===== src/hdl/pc2rs_pkg.sv =====
// Package with shared types, constants and tables for the range scan binning block.
`timescale 1ns / 1ps
`default_nettype none
package pc2rs_pkg;

	localparam int NUM_BINS_DEF = 719;
	localparam int CORDIC_STEPS = 17;
	localparam int SQRT_STEPS = 24;
	localparam int PI_Q16 = 205887;
	localparam logic [23:0] EMPTY_RANGE = 24'hFFFFFF;

	localparam logic [2:0] CFG_RANGE_MIN = 3'd0;
	localparam logic [2:0] CFG_RANGE_MAX = 3'd1;
	localparam logic [2:0] CFG_ANGLE_MIN = 3'd2;
	localparam logic [2:0] CFG_ANGLE_MAX = 3'd3;
	localparam logic [2:0] CFG_BINS_PER_RAD = 3'd4;
	localparam logic [2:0] CFG_EMPTY_AS_MAX = 3'd5;

	localparam logic [2:0] RES_STORED = 3'd0;
	localparam logic [2:0] RES_NOT_SMALLER = 3'd1;
	localparam logic [2:0] RES_INVALID = 3'd2;
	localparam logic [2:0] RES_BELOW_MIN = 3'd3;
	localparam logic [2:0] RES_ABOVE_MAX = 3'd4;
	localparam logic [2:0] RES_ANGLE_OUT = 3'd5;
	localparam logic [2:0] RES_BIN_READ = 3'd6;

	typedef enum logic [3:0] {
		S_CLEAR, S_IDLE, S_DECODE, S_SQY, S_ITER, S_CHECK, S_BMUL,
		S_BRD, S_BCMP, S_RWAIT, S_DONE
	} state_t;

	typedef struct packed {
		logic clear_wr;
		logic load;
		logic decode;
		logic sq_y;
		logic iter;
		logic check;
		logic bmul;
		logic brd;
		logic bcmp;
		logic rwait;
		logic out_load;
	} cmd_t;

	typedef struct packed {
		logic clear_done;
		logic is_read;
		logic pt_valid;
		logic iter_done;
		logic rejected;
		logic out_busy;
	} stat_t;

	function automatic logic [15:0] atan_q16(input logic [4:0] i);
		logic [15:0] v;
		case (i)
			5'd0: v = 16'd51472;
			5'd1: v = 16'd30386;
			5'd2: v = 16'd16055;
			5'd3: v = 16'd8150;
			5'd4: v = 16'd4091;
			5'd5: v = 16'd2047;
			5'd6: v = 16'd1024;
			5'd7: v = 16'd512;
			5'd8: v = 16'd256;
			5'd9: v = 16'd128;
			5'd10: v = 16'd64;
			5'd11: v = 16'd32;
			5'd12: v = 16'd16;
			5'd13: v = 16'd8;
			5'd14: v = 16'd4;
			5'd15: v = 16'd2;
			5'd16: v = 16'd1;
			default: v = 16'd0;
		endcase
		return v;
	endfunction

endpackage
`default_nettype wire


===== src/hdl/pc2rs_ctrl.sv =====
// Controller state machine that sequences the clearing pass and each item.
`timescale 1ns / 1ps
`default_nettype none
module pc2rs_ctrl
	import pc2rs_pkg::*;
(
	input  wire logic  clk,
	input  wire logic  arst_n,
	input  wire logic  in_valid,
	output logic       in_stall,
	input  wire stat_t stat,
	output cmd_t       cmd
);

	state_t state_q;
	state_t state_n;

	always_ff @(posedge clk or negedge arst_n) begin
		if (!arst_n) begin
			state_q <= S_CLEAR;
		end else begin
			state_q <= state_n;
		end
	end

	always_comb begin
		state_n = state_q;
		case (state_q)
			S_CLEAR: begin
				if (stat.clear_done) state_n = S_IDLE;
			end
			S_IDLE: begin
				if (in_valid) state_n = S_DECODE;
			end
			S_DECODE: begin
				if (stat.is_read) state_n = S_RWAIT;
				else if (!stat.pt_valid) state_n = S_DONE;
				else state_n = S_SQY;
			end
			S_SQY: state_n = S_ITER;
			S_ITER: begin
				if (stat.iter_done) state_n = S_CHECK;
			end
			S_CHECK: state_n = S_BMUL;
			S_BMUL: begin
				if (stat.rejected) state_n = S_DONE;
				else state_n = S_BRD;
			end
			S_BRD: state_n = S_BCMP;
			S_BCMP: state_n = S_DONE;
			S_RWAIT: state_n = S_DONE;
			S_DONE: begin
				if (!stat.out_busy) state_n = S_IDLE;
			end
			default: state_n = S_CLEAR;
		endcase
	end

	always_comb begin
		cmd = '0;
		in_stall = 1'b1;
		case (state_q)
			S_CLEAR: cmd.clear_wr = 1'b1;
			S_IDLE: begin
				in_stall = 1'b0;
				cmd.load = in_valid;
			end
			S_DECODE: cmd.decode = 1'b1;
			S_SQY: cmd.sq_y = 1'b1;
			S_ITER: cmd.iter = 1'b1;
			S_CHECK: cmd.check = 1'b1;
			S_BMUL: cmd.bmul = 1'b1;
			S_BRD: cmd.brd = 1'b1;
			S_BCMP: cmd.bcmp = 1'b1;
			S_RWAIT: cmd.rwait = 1'b1;
			S_DONE: cmd.out_load = !stat.out_busy;
			default: cmd = '0;
		endcase
	end

endmodule
`default_nettype wire


===== config.mk =====
export PLATFORM = sky130hd
export DESIGN_NAME = pc2rs_ctrl
export DESIGN_NICKNAME = d
export VERILOG_FILES = /design/src/hdl/pc2rs_pkg.sv /design/src/hdl/pc2rs_ctrl.sv
export SDC_FILE = /design/constraint.sdc
export NUM_CORES = 1
export LEC_CHECK = 0
export BUFFER_PORTS_ARGS = -buffer_cell sky130_fd_sc_hd__buf_2
export CORE_AREA = 2 2 39 41
export CTS_CLUSTER_SIZE = 25
export DETAILED_ROUTE_END_ITERATION = 7
export DIE_AREA = 0 0 41 43
export GPL_TIMING_DRIVEN = 0
export PLACE_DENSITY = 0.7
export SETUP_SLACK_MARGIN = 0.1
export SYNTH_ARGS = -nofsm -noshare
export SYNTH_HDL_FRONTEND = slang
export SYNTH_SLANG_ARGS = --single-unit

===== constraint.sdc =====
create_clock -name clk -period 2.5 [get_ports clk]
set_clock_uncertainty 0.15 [all_clocks]
set_input_delay 0.125 -clock clk [delete_from_list [all_inputs] [get_ports clk]]
set_output_delay 0.125 -clock clk [all_outputs]
set_load 0.02 [all_outputs]

==> impl_results.md <==
- Final hold violation count: 0
- DR pass1 iterations: 4
- Layout net count: 92
- Wire length of the first global-routing pass: 1.90 mm
- Total number of vias: 473
- Top cells by area, synth: dfrtp_1 (25%), nand2b_1 (9.2%), nor3_1 (7.4%), nor2_1 (7.4%), a21oi_1 (6.1%)
- CP Launch Type: flop
- Worst EP required: 2.23 ns
- Slew of the pin with the lowest slew margin: 0.247 ns
- # DRC: 0
- Wire per inst: 10.8 um
- Port Buffer Count: 20
- Worst hold path type: primary input to asynchronous set/reset pin
- Net Sw Power: 0.359 mW
- Clk Latency, worst-skew pair: 0.24 ns
- Max Cap Viol: 0
- Post-DR vias/cell: 4.88
- Die Y: 43 um
- Root cell of the clock tree: clkbuf_4
- Yosys cell types: 23
- Crit-path slowest cell: dfrtp_1
- Register area share after synthesis: 0.245
- Pre-CTS setup slack: 1.04 ns
- Period utilisation layout: 0.669
- Top flop regs: state_q x4
- Most frequent cells in the layout: buf_2 (21), nor2_1 (8), nand2b_1 (6), nor3_1 (6), a21oi_1 (5)
- Vias in the first global route: 458
- Setup Viol. Count Final: 0
- Mapped Area: 408 um2
- Antenna Nets Post-Route: 0
- Setup Fix Bufs, Post-CTS: 0
- CTS clk-pin slew, worst paths: 0.04 ns
- Initial antenna violation count: 0
- Final instance area: 571 um2
- R2R cell count: 4
- CTS Sinks: 4
- CP Cell Sequence: buf_2, nand2b_2, nor3_1, buf_2
- Max incr delay on CP: 0.37 ns
- Synth top area share: 0.245
- Period minus WS final: 1.67 ns
- Fmax: 0.598 GHz
- Fin worst setup slack: 0.828 ns
- Post_cts resized: 0
- Pwr/cell area: 1230 mW/mm2
- H-Tree Depth: 1
- Yosys warns: 0
- I/O pin count: 21
- Relative slew slack: 0.834
- Fin. max-slew vios: 0
- DP Area: 528 um2
- Cells after Synth: 56
- Worst Path Max Fanout: 10
- Post-Syn Nets: 65
- Total Routing Usage GR: 0.162
- Layout cells sized above 1: 0.383
- Sequential group share of total power: 0.162
- Core ar.: 0.00138 mm2
- Final wirelength: 1.05 mm
- Switching Fraction: 0.511
- Most common cell after layout, fill and taps aside: buf_2
- FF+latch count, synth: 4
- Worst EP arrival: 1.40 ns
- Clock Tree Buf Depth: 2
- Diode count: 0
- Fill cells: 147
- P_leak: 0.281 nW
- Setup TNS: 0 ns
- CTS tree: yes
- DP HPWL: 793 um
- Avg Inst Size Synth: 7.28 um2
- Post-synth top area cell: dfrtp_1
- Syn-to-layout area delta: 39.9%
- Crit end category: output pin
- P_int: 0.343 mW
- Total CTS buffers: 3
- Die W: 41 um
- GP Congestion: 0.831
- Most frequent CP cell: buf_2
- Initial DRC Count: 4
- Dpl cells: 92
- Largest Register: state_q
- Logic pwr share: 0.719
- Clk pwr share: 0.118
- Pwr Total: 0.701 mW
- Standard-cell rows: 14
- Internal reg-to-reg setup slack: 1.05 ns
- Finished Layout Cells: 97
- Peak supply drop: 0.538 mV
- Status: complete, no violations
- Largest register FFs: 4
- Initial Util: 0.295
- RSZ-0062 raised after global routing: no
- Gr ovfl total: 0
- Crit Path Class: flop to output pin
- Die area: 0.00176 mm2
- Pin count of the biggest net entering global routing: 11
worst paths after layout:
| check | start | to |
|---|---|---|
| setup / recovery | state_q[2] | cmd[0] |
| setup reg to reg | state_q[2] | state_q[0] |
| hold / removal | arst_n | state_q[3] |
| hold reg to reg | state_q[3] | state_q[2] |
| min in group clk | stat[3] | state_q[3] |
| max in group asynchronous | arst_n | state_q[1] |
power by group through the flow:
stage	Sequential, mW	Clock (mW)	Combinational, mW
after floorplan	0.110	0	0.388
after global placement	0.114	0	0.498
after detailed placement	0.115	0	0.503
after CTS	0.114	0.0836	0.508
after global routing	0.121	0.0910	0.565
final	0.114	0.0829	0.505
routing by layer:
layer  GRT usage  share of wire  up-vias
met3      0.0366          0.068        3
li1            -              -      245
met4       0.120          0.022        0
met1       0.203           0.40      210
met5           0              0        -
met2       0.231           0.51       15
logic make-up (layout without fill, tap and decap cells):
logic type | count (synthesis) | in the layout | share of synthesized area
AO/OA/AOI/OAI | 13 | 13 | 0.205
buffers and inverters | 6 | 31 | 0.0859
flip-flops | 4 | 4 | 0.245
multiplexers | 1 | 1 | 0.0245
AND/OR/NAND/NOR | 32 | 32 | 0.439
critical path, delay by kind of cell (launching register included):
family / cells / cell delay (ns)
DFF: 1 / 0.37
buffers and inverters: 2 / 0.38
and+or+nand+nor: 2 / 0.41
Yosys cell counts:
cell / n
nor3_1: 6
o21ai_1: 1
dfrtp_1: 4
nand2_1: 3
or2_2: 1
nor4_1: 1
inv_1: 2
nor3_4: 1
o211ai_1: 1
nand3b_1: 1
a221oi_2: 1
o21bai_1: 1
and3_1: 1
nand2b_2: 1
a21oi_1: 5
mux2i_1: 1
nand2b_1: 6
buf_2: 1
o21ai_0: 3
nor2b_1: 3
o32ai_1: 1
nor2_1: 8
buf_4: 3
area by class of cell:
class | instances | area [um2] | area share
Buffer | 4 | 27.5 | 0.0482
Clock buffer | 3 | 22.5 | 0.0395
Inverter | 2 | 7.51 | 0.0132
Multi-Input combinational cell | 46 | 273 | 0.478
Sequential cell | 4 | 100 | 0.175
Tap cell | 16 | 20.0 | 0.0351
Timing Repair Buffer | 22 | 120 | 0.211
timing repair:
action,in CTS,in global routing
endpoints found under the hold margin,5,0
endpoints found under the setup margin,0,0
hold buffers,2,0
metrics by stage:
stage	hold WS [ns]	util
global placement	-0.221	0.382
finish	0.0635	0.412
CTS	0.0609	0.412
detailed placement	-0.218	0.382
global route	0.0886	0.412
floorplan	-0.321	-
No activity file was read; power rests on OpenSTA's default activity.
